**src/design/csem_pkg.sv**
```systemverilog
`timescale 1ns / 1ps
`default_nettype none
// ----------------------------------------------------------------------------
// csem_pkg
// Shared types and codes for the counting semaphore table: request and
// response words, action and status codes, flags of the count unit.
// ----------------------------------------------------------------------------
package csem_pkg;

	// default sizes handed to the top level
	localparam int NUM_SLOTS_DEF   = 256;
	localparam int COUNT_WIDTH_DEF = 16;

	// action codes, the fourth code is unused and answered with an error
	localparam logic [1:0] ACT_CREATE = 2'd0;
	localparam logic [1:0] ACT_WAIT   = 2'd1;
	localparam logic [1:0] ACT_SIGNAL = 2'd2;
	localparam logic [1:0] ACT_UNUSED = 2'd3;

	// status codes
	localparam logic STATUS_OK  = 1'b0;
	localparam logic STATUS_ERR = 1'b1;

	// request word
	typedef struct packed {
		logic [1:0]         action;
		logic [7:0]         sem_index;
		logic signed [15:0] initial_count;
	} csem_req_t;

	// response word
	typedef struct packed {
		logic       status;
		logic [7:0] slot_out;
		logic       blocked;
		logic       wake;
	} csem_rsp_t;

	// flags from the count unit
	typedef struct packed {
		logic at_limit;
		logic blocked;
		logic wake;
	} csem_flags_t;

endpackage
`default_nettype wire

```
**src/design/counting_semaphore_table.sv**
```systemverilog
`timescale 1ns / 1ps
`default_nettype none
// ----------------------------------------------------------------------------
// counting_semaphore_table
// Table of counting semaphores with create, wait (P) and signal (V).
// ----------------------------------------------------------------------------
// Each request word gives exactly one response word. After acceptance an
// operation passes the lookup and execute states, and req_ready is low
// meanwhile: lookup reads the slot's count from the single-port count memory,
// execute runs it through the shared count unit, writes it back and loads the
// response register. req_ready returns once that register is loaded, so a new
// word is taken only after the last one is through; a response still waiting for
// rsp_ready holds the block in its last step until that response is taken.
// Slots are handed out lowest first and never
// freed, so a fill count stands for the valid bits; there is no clearing pass
// after reset. A create answers with the slot index (its low eight bits), a
// wait raises blocked when the count drops below zero, a signal raises wake
// when the new count is zero or less. Errors give status 1 with all else zero.
// ----------------------------------------------------------------------------
module counting_semaphore_table #(
	parameter int NUM_SLOTS   = csem_pkg::NUM_SLOTS_DEF,
	parameter int COUNT_WIDTH = csem_pkg::COUNT_WIDTH_DEF
) (
	input  wire logic                 clk,
	input  wire logic                 arst_n,
	input  wire logic                 req_valid,
	output logic                      req_ready,
	input  wire csem_pkg::csem_req_t  req_data,
	output logic                      rsp_valid,
	input  wire logic                 rsp_ready,
	output csem_pkg::csem_rsp_t       rsp_data
);
	import csem_pkg::*;

	localparam int SLOT_W = (NUM_SLOTS > 1) ? $clog2(NUM_SLOTS) : 1;
	localparam int FILL_W = SLOT_W + 1;
	localparam int CMP_W  = (FILL_W > 8) ? FILL_W : 8;

	typedef enum logic [2:0] {
		ST_IDLE   = 3'b001,
		ST_LOOKUP = 3'b010,
		ST_EXEC   = 3'b100
	} state_t;

	state_t                         st_q;
	logic [FILL_W-1:0]              fill_q;
	logic [1:0]                     action_q;
	logic                           pre_err_q;
	logic [SLOT_W-1:0]              addr_q;
	logic [COUNT_WIDTH-1:0]         init_q;
	logic signed [COUNT_WIDTH-1:0]  rd_q;
	logic [COUNT_WIDTH-1:0]         mem_q [NUM_SLOTS];
	logic                           rsp_valid_q;
	csem_rsp_t                      rsp_q;

	logic                           req_fire;
	logic [CMP_W-1:0]               idx_ext;
	logic [CMP_W-1:0]               fill_ext;
	logic                           slot_ok;
	logic                           init_bad;
	logic                           full;
	logic                           pre_err;
	logic [SLOT_W-1:0]              addr_next;
	logic [COUNT_WIDTH+15:0]        init_wide;
	logic [SLOT_W+7:0]              slot_wide;
	logic                           rsp_load;
	logic                           wr_en;
	logic                           fill_inc;
	logic [COUNT_WIDTH-1:0]         wr_data;
	csem_rsp_t                      rsp_next;
	logic signed [COUNT_WIDTH-1:0]  alu_sum;
	csem_flags_t                    alu_flags;

	assign req_ready = (st_q == ST_IDLE);
	assign req_fire  = req_valid && req_ready;
	assign rsp_valid = rsp_valid_q;
	assign rsp_data  = rsp_q;
	assign rsp_load  = (st_q == ST_EXEC) && (!rsp_valid_q || rsp_ready);

	// checks decided on the request word, against the fill count
	always_comb begin
		idx_ext   = CMP_W'(req_data.sem_index);
		fill_ext  = CMP_W'(fill_q);
		slot_ok   = idx_ext < fill_ext;
		init_bad  = req_data.initial_count[15]
			|| ((req_data.initial_count[14:0] >> (COUNT_WIDTH - 1)) != 15'd0);
		full      = (fill_q == FILL_W'(NUM_SLOTS));
		init_wide = {{COUNT_WIDTH{1'b0}}, req_data.initial_count};
		case (req_data.action) inside
			ACT_CREATE:             pre_err = init_bad || full;
			ACT_WAIT, ACT_SIGNAL:   pre_err = !slot_ok;
			default:                pre_err = 1'b1;
		endcase
		if (pre_err) begin
			addr_next = '0;
		end else if (req_data.action == ACT_CREATE) begin
			addr_next = fill_q[SLOT_W-1:0];
		end else begin
			addr_next = idx_ext[SLOT_W-1:0];
		end
	end

	// sequencer
	always_ff @(posedge clk or negedge arst_n) begin
		if (!arst_n) begin
			st_q <= ST_IDLE;
		end else begin
			unique case (st_q)
				ST_IDLE:   if (req_fire) st_q <= ST_LOOKUP;
				ST_LOOKUP: st_q <= ST_EXEC;
				ST_EXEC:   if (rsp_load) st_q <= ST_IDLE;
				default:   st_q <= ST_IDLE;
			endcase
		end
	end

	// latched request
	always_ff @(posedge clk) begin
		if (req_fire) begin
			action_q  <= req_data.action;
			pre_err_q <= pre_err;
			addr_q    <= addr_next;
			init_q    <= init_wide[COUNT_WIDTH-1:0];
		end
	end

	// count memory, one access a cycle
	always_ff @(posedge clk) begin
		if (st_q == ST_LOOKUP) begin
			rd_q <= mem_q[addr_q];
		end
		if (wr_en) begin
			mem_q[addr_q] <= wr_data;
		end
	end

	csem_alu #(
		.COUNT_WIDTH (COUNT_WIDTH)
	) u_alu (
		.count (rd_q),
		.incr  (action_q == ACT_SIGNAL),
		.sum   (alu_sum),
		.flags (alu_flags)
	);

	// outcome of the operation and write back
	always_comb begin
		slot_wide = {8'd0, addr_q};
		rsp_next  = '0;
		wr_en     = 1'b0;
		fill_inc  = 1'b0;
		wr_data   = init_q;
		if (pre_err_q) begin
			rsp_next.status = STATUS_ERR;
		end else if (action_q == ACT_CREATE) begin
			rsp_next.status   = STATUS_OK;
			rsp_next.slot_out = slot_wide[7:0];
			wr_en             = rsp_load;
			fill_inc          = rsp_load;
		end else if (alu_flags.at_limit) begin
			rsp_next.status = STATUS_ERR;
		end else begin
			rsp_next.status  = STATUS_OK;
			rsp_next.blocked = alu_flags.blocked;
			rsp_next.wake    = alu_flags.wake;
			wr_en            = rsp_load;
			wr_data          = alu_sum;
		end
	end

	// fill count stands for the valid bits
	always_ff @(posedge clk or negedge arst_n) begin
		if (!arst_n) begin
			fill_q <= '0;
		end else if (fill_inc) begin
			fill_q <= fill_q + 1'b1;
		end
	end

	// response register
	always_ff @(posedge clk or negedge arst_n) begin
		if (!arst_n) begin
			rsp_valid_q <= 1'b0;
		end else if (rsp_load) begin
			rsp_valid_q <= 1'b1;
		end else if (rsp_ready) begin
			rsp_valid_q <= 1'b0;
		end
	end

	always_ff @(posedge clk) begin
		if (rsp_load) begin
			rsp_q <= rsp_next;
		end
	end

	// checks
	a_fill_bound: assert property (@(posedge clk) disable iff (!arst_n)
		fill_q <= FILL_W'(NUM_SLOTS))
		else $error("fill count beyond table size");

	a_fill_step: assert property (@(posedge clk) disable iff (!arst_n)
		(fill_q != $past(fill_q)) |-> (fill_q == $past(fill_q) + 1'b1))
		else $error("fill count moved by more than one");

	a_accept_lookup: assert property (@(posedge clk) disable iff (!arst_n)
		req_fire |=> (st_q == ST_LOOKUP))
		else $error("accepted word not looked up");

	a_rsp_flags: assert property (@(posedge clk) disable iff (!arst_n)
		rsp_valid_q |-> !(rsp_q.blocked && rsp_q.wake)
			&& !(rsp_q.status == STATUS_ERR && (rsp_q.blocked || rsp_q.wake)))
		else $error("inconsistent response flags");

	a_load_free: assert property (@(posedge clk) disable iff (!arst_n)
		rsp_load |-> (!rsp_valid_q || rsp_ready))
		else $error("response overwritten");

endmodule
`default_nettype wire

```
**src/design/csem_alu.sv**
```systemverilog
`timescale 1ns / 1ps
`default_nettype none
// ----------------------------------------------------------------------------
// csem_alu
// Shared count unit: one adder that steps a count up or down by one, with
// the limit compare on the old count and the blocked and wake decisions on the new count.
// ----------------------------------------------------------------------------
module csem_alu #(
	parameter int COUNT_WIDTH = csem_pkg::COUNT_WIDTH_DEF
) (
	input  wire logic signed [COUNT_WIDTH-1:0] count,
	input  wire logic                          incr,
	output logic signed [COUNT_WIDTH-1:0]      sum,
	output csem_pkg::csem_flags_t              flags
);
	import csem_pkg::*;

	localparam logic [COUNT_WIDTH-1:0] CNT_MAX = {1'b0, {(COUNT_WIDTH-1){1'b1}}};
	localparam logic [COUNT_WIDTH-1:0] CNT_MIN = {1'b1, {(COUNT_WIDTH-1){1'b0}}};
	localparam logic [COUNT_WIDTH-1:0] STEP_UP = {{(COUNT_WIDTH-1){1'b0}}, 1'b1};
	localparam logic [COUNT_WIDTH-1:0] STEP_DN = {COUNT_WIDTH{1'b1}};

	// plus or minus one through a single adder
	always_comb begin
		sum = count + $signed(incr ? STEP_UP : STEP_DN);
	end

	// limit check on the old count, sign tests on the new one
	always_comb begin
		flags.at_limit = incr ? (count == $signed(CNT_MAX)) : (count == $signed(CNT_MIN));
		flags.blocked  = !incr && sum[COUNT_WIDTH-1];
		flags.wake     = incr && (sum[COUNT_WIDTH-1] || (sum == '0));
	end

endmodule
`default_nettype wire

```
**config.mk**
```make
export PLATFORM = sky130hd
export DESIGN_NAME = counting_semaphore_table
export DESIGN_NICKNAME = d
export VERILOG_FILES = /design/src/design/csem_pkg.sv /design/src/design/counting_semaphore_table.sv /design/src/design/csem_alu.sv
export SDC_FILE = /design/constraint.sdc
export NUM_CORES = 2
export LEC_CHECK = 0
export BUFFER_PORTS_ARGS = -buffer_cell sky130_fd_sc_hd__clkbuf_2
export CAP_MARGIN = 20
export CORE_ASPECT_RATIO = 0.7
export CORE_MARGIN = 3
export CORE_UTILIZATION = 55
export DETAILED_ROUTE_END_ITERATION = 8
export PLACE_DENSITY = 0.73
export SLEW_MARGIN = 20
export SYNTH_ARGS = -nofsm -noshare
export SYNTH_HDL_FRONTEND = slang
export SYNTH_SLANG_ARGS = --single-unit
```
**constraint.sdc**
```tcl
create_clock -name clk -period 15.1 [get_ports clk]
set_input_delay 0.755 -clock clk [delete_from_list [all_inputs] [get_ports clk]]
set_output_delay 0.755 -clock clk [all_outputs]
set_load 0.05 [all_outputs]
```
==> results.py <==
metrics = {
    "clock_network": {
        "clkTransAtPathRegs_ps": 70,
        "cts_buffer_depth": 4,
        "numClockSinks": 4163,
        "cts_buffers": 366,
        "insertion_delay_ps": 910,
        "post_cts_buffers": 0,
        "cts.root.buffer_cell": "clkbuf_16",
        "htreeDepth": 5,
        "cts_resized": 0,
        "cts.hold.buffers_added": 10,
        "cts_tree": "built",
    },
    "yosys": {
        "synth_flop_cell": "edfxtp_1",
        "synth.ff_latch_count": 4163,
        "syn-cell-area_mm2": 0.159,
        "syn_nets": 7031,
        "synth_top_area_share_pct": 78.2,
        "syn-instance-count": 6975,
        "ys_warn_count": 0,
        "async_reset_ff_share_pct": 0.312,
        "synth_area_leaders": "edfxtp_1 78%, mux4_2 15%, a221oi_1 0.81%",
        "synth_edf_count": 4150,
        "ys_types": 67,
        "syn_avg_cell_area_um2": 22.8,
        "synth-seq-area-share_pct": 78.4,
        "synth.largest_area_cell": "edfxtp_1",
    },
    "floorplan": {
        "start_util_pct": 55.5,
        "core_region_area_mm2": 0.287,
        "fp.dieArea_mm2": 0.296,
        "rows": 164,
        "die_w_um": 649,
        "die_h_um": 456,
        "num_io_pins": 43,
    },
    "timing": {
        "finalHoldViolCount": 0,
        "fin_tns_setup_ps": 0,
        "fin_crit_sh_pct": 42.4,
        "drv_slew": 0,
        "finalClockSkew_ps": 39.2,
        "slew-limit-headroom_pct": 15.7,
        "rsz0062_at_grt": "no",
        "timing.fmax_mhz": 156,
        "setup_viol": 0,
        "min_period_ps": 6400,
        "tightest_slew_ps": 1260,
    },
    "placed_design": {
        "hpwl_um": 234000,
        "portBuffers": 42,
        "routabilityCongestion": 0.859,
    },
    "power": {
        "pwr-share-seq_pct": 48.7,
        "pwr-share-clk_pct": 31.8,
        "power.switching_mw": 8.10,
        "p_leak_nw": 55.0,
        "irDropWorstVdd_mv": 0.156,
        "p_per_area_mw_per_mm2": 163,
        "combPwrFrac_pct": 19.5,
        "p_int_mw": 21.0,
        "p_sw_share_pct": 27.8,
    },
    "drt": {
        "wl_per_cell_um": 36.0,
        "drc": 0,
        "ant_nets": 0,
        "dr.first_iter.drc_count": 13800,
        "drt-total-wl_um": 415000,
        "vias_per_cell": 6.96,
        "vias": 80200,
        "firstDrtPassIters": 7,
    },
    "setup_path": {
        "crit_family": "buffers and inverters",
        "required_ps": 15680,
        "crit_chain": "nand2b_1 > ha_1 > and4_1 > and3_1 > a31oi_1 > o21ai_4 > buf_4 > nand2_1 > o21ai_4 > buf_4 > buf_4 > buf_4",
        "startpoint": "action_q[0]",
        "slowest_delay_ps": 870,
        "worstPathArrival_ps": 6970,
        "end_kind": "flip-flop",
        "critPathMaxFanout": 92,
        "cpMaxStageDelayCell": "buf_4",
        "critPathLaunchType": "flip-flop",
        "critPathKind": "reg2reg",
        "r2r-start": "action_q[0]",
        "reg2reg_setup_slack_ps": 8700,
        "worst-path-buf-inv": 4,
        "cpMostUsedCell": "buf_4",
    },
    "final_layout": {
        "fin_util_pct": 62.0,
        "areaGrowthSynthToFinish_pct": 11.7,
        "seqCellArea_mm2": 0.125,
        "multi_input_comb_area_mm2": 0.0328,
        "drive_gt1_share_pct": 27.2,
        "finish.net_count": 7447,
        "nFillCells": 18600,
    },
    "grt": {
        "overflow": 0,
        "antenna_found_initial": 21,
        "grt_pass1_vias": 78500,
        "grtUsageTotal_pct": 28.0,
        "grt_pass1_wl_um": 593000,
        "grt_max_degree": 193,
    },
    "job": {
        "drv_cap": 0,
    },
    "hold_path": {
        "hp-start": "req_data[2]",
        "min_path_type": "in2reg",
    },
    "status": {
        "status": "completed",
    },
}
-- cell usage in the layout (no fill, tap or decap), types with 11 or more instances in the layout --
cell type,instances
edfxtp_1,4150
mux4_2,1052
buf_4,382
clkbuf_16,377
nor2_1,265
a221oi_1,147
a22o_1,145
a22oi_1,118
clkbuf_1,93
o22ai_1,77
a21oi_1,76
clkinv_1,66
nand2_1,58
mux2i_1,58
clkinv_2,48
clkbuf_2,42
nand3_1,35
bufinv_16,35
nor3_1,32
ha_1,25
diode_2,23
o21ai_0,21
nor2_2,21
buf_12,20
clkinvlp_4,18
inv_1,17
and2_1,16
nor2b_1,15
o21ai_1,14
nand2_2,12
o21ai_4,12
dfrtp_1,12
o22a_1,11
-- final timing paths --
check	cells past startpoint	to
setup / recovery	12	mem_q[92][5]
hold / removal	1	init_q[2]
setup reg to reg	12	mem_q[92][5]
hold reg to reg	1	fill_ext[8]
max in group asynchronous	2	st_q[0]
min in group asynchronous	2	fill_ext[5]
-- power by group through the flow --
stage	clock [mW]	combinational, mW	sequential (mW)
final	9.26	5.67	14.2
after global routing	9.80	5.90	14.2
after CTS	9.33	5.52	14.2
after detailed placement	0	5.50	14.4
after global placement	0	5.32	14.4
after floorplan	0	3.21	15.2
-- synthesized netlist by cell type, drive strengths merged, types with 25 or more instances --
master,instances
a21oi,76
a221oi,147
a22o,145
a22oi,118
buf,193
clkbuf,223
edfxtp,4150
ha,25
mux2i,58
mux4,1052
nand2,70
nand3,39
nor2,292
nor3,39
o21ai,47
o22ai,77
-- worst reg2reg max path, stage by stage, from the launching register on --
cell and delay (ps):
edfxtp_1 460, nand2b_1 540, ha_1 670, and4_1 270, and3_1 230, a31oi_1 200
o21ai_4 230, buf_4 470, nand2_1 160, o21ai_4 80, buf_4 720, buf_4 990
buf_4 970
-- cells by family (layout without fill, tap and decap cells) --
group                    after synthesis  in the layout  share of synthesized area, %
AO/OA/AOI/OAI                        689            689                          3.26
other                                  0             23                             0
buffers and inverters                433           1134                          1.27
adder cells (fa/ha/maj)               26             26                         0.209
AND/OR/NAND/NOR                      533            533                          1.48
flip-flops                          4163           4163                          78.4
multiplexers                        1116           1116                          15.3
XOR/XNOR                              15             15                        0.0825
-- cell type report --
type,instances,share of cell area (%)
antenna,23,0.0323
clock buffer,470,5.50
clock inverter,183,1.03
inverter,17,0.0359
multi-input combinational,2379,18.4
sequential,4163,70.2
tap,3818,2.68
timing repair buffer,464,2.10
-- state kept, by name, indices dropped and copies added, names as in the netlist --
name and cells:
st_q 3, addr_q 8, action_q 2, rsp_data 11, mem_q 4096, pre_err_q 1
fill_ext 9, rsp_valid 1, init_q 16, rd_q 16
-- routing by layer --
metal,routed length (um),track usage [%],up-vias
li1,-,-,30800
met1,153000,41.3,42200
met3,62800,8.93,861
met4,13800,8.70,12
met5,68,0,-
met2,185000,40.3,6354
-- per-stage QoR --
stage | total power [mW] | worst slack (ps) | hold slack, ps | cell area, um2 | std cells
6_report | 29.1 | 8700 | 52.2 | 178000 | 11500
5_1_grt | 29.9 | 8450 | 28.7 | 178000 | 11500
4_1_cts | 29.0 | 8860 | 2.25 | 178000 | 11500
3_5_place_dp | 19.9 | 8890 | 495 | 166000 | 10800
3_3_place_gp | 19.7 | 8520 | 498 | 166000 | 10800
2_1_floorplan | 18.4 | 335 | 456 | 159000 | 6975
No activity file was read; power rests on OpenSTA's default activity.
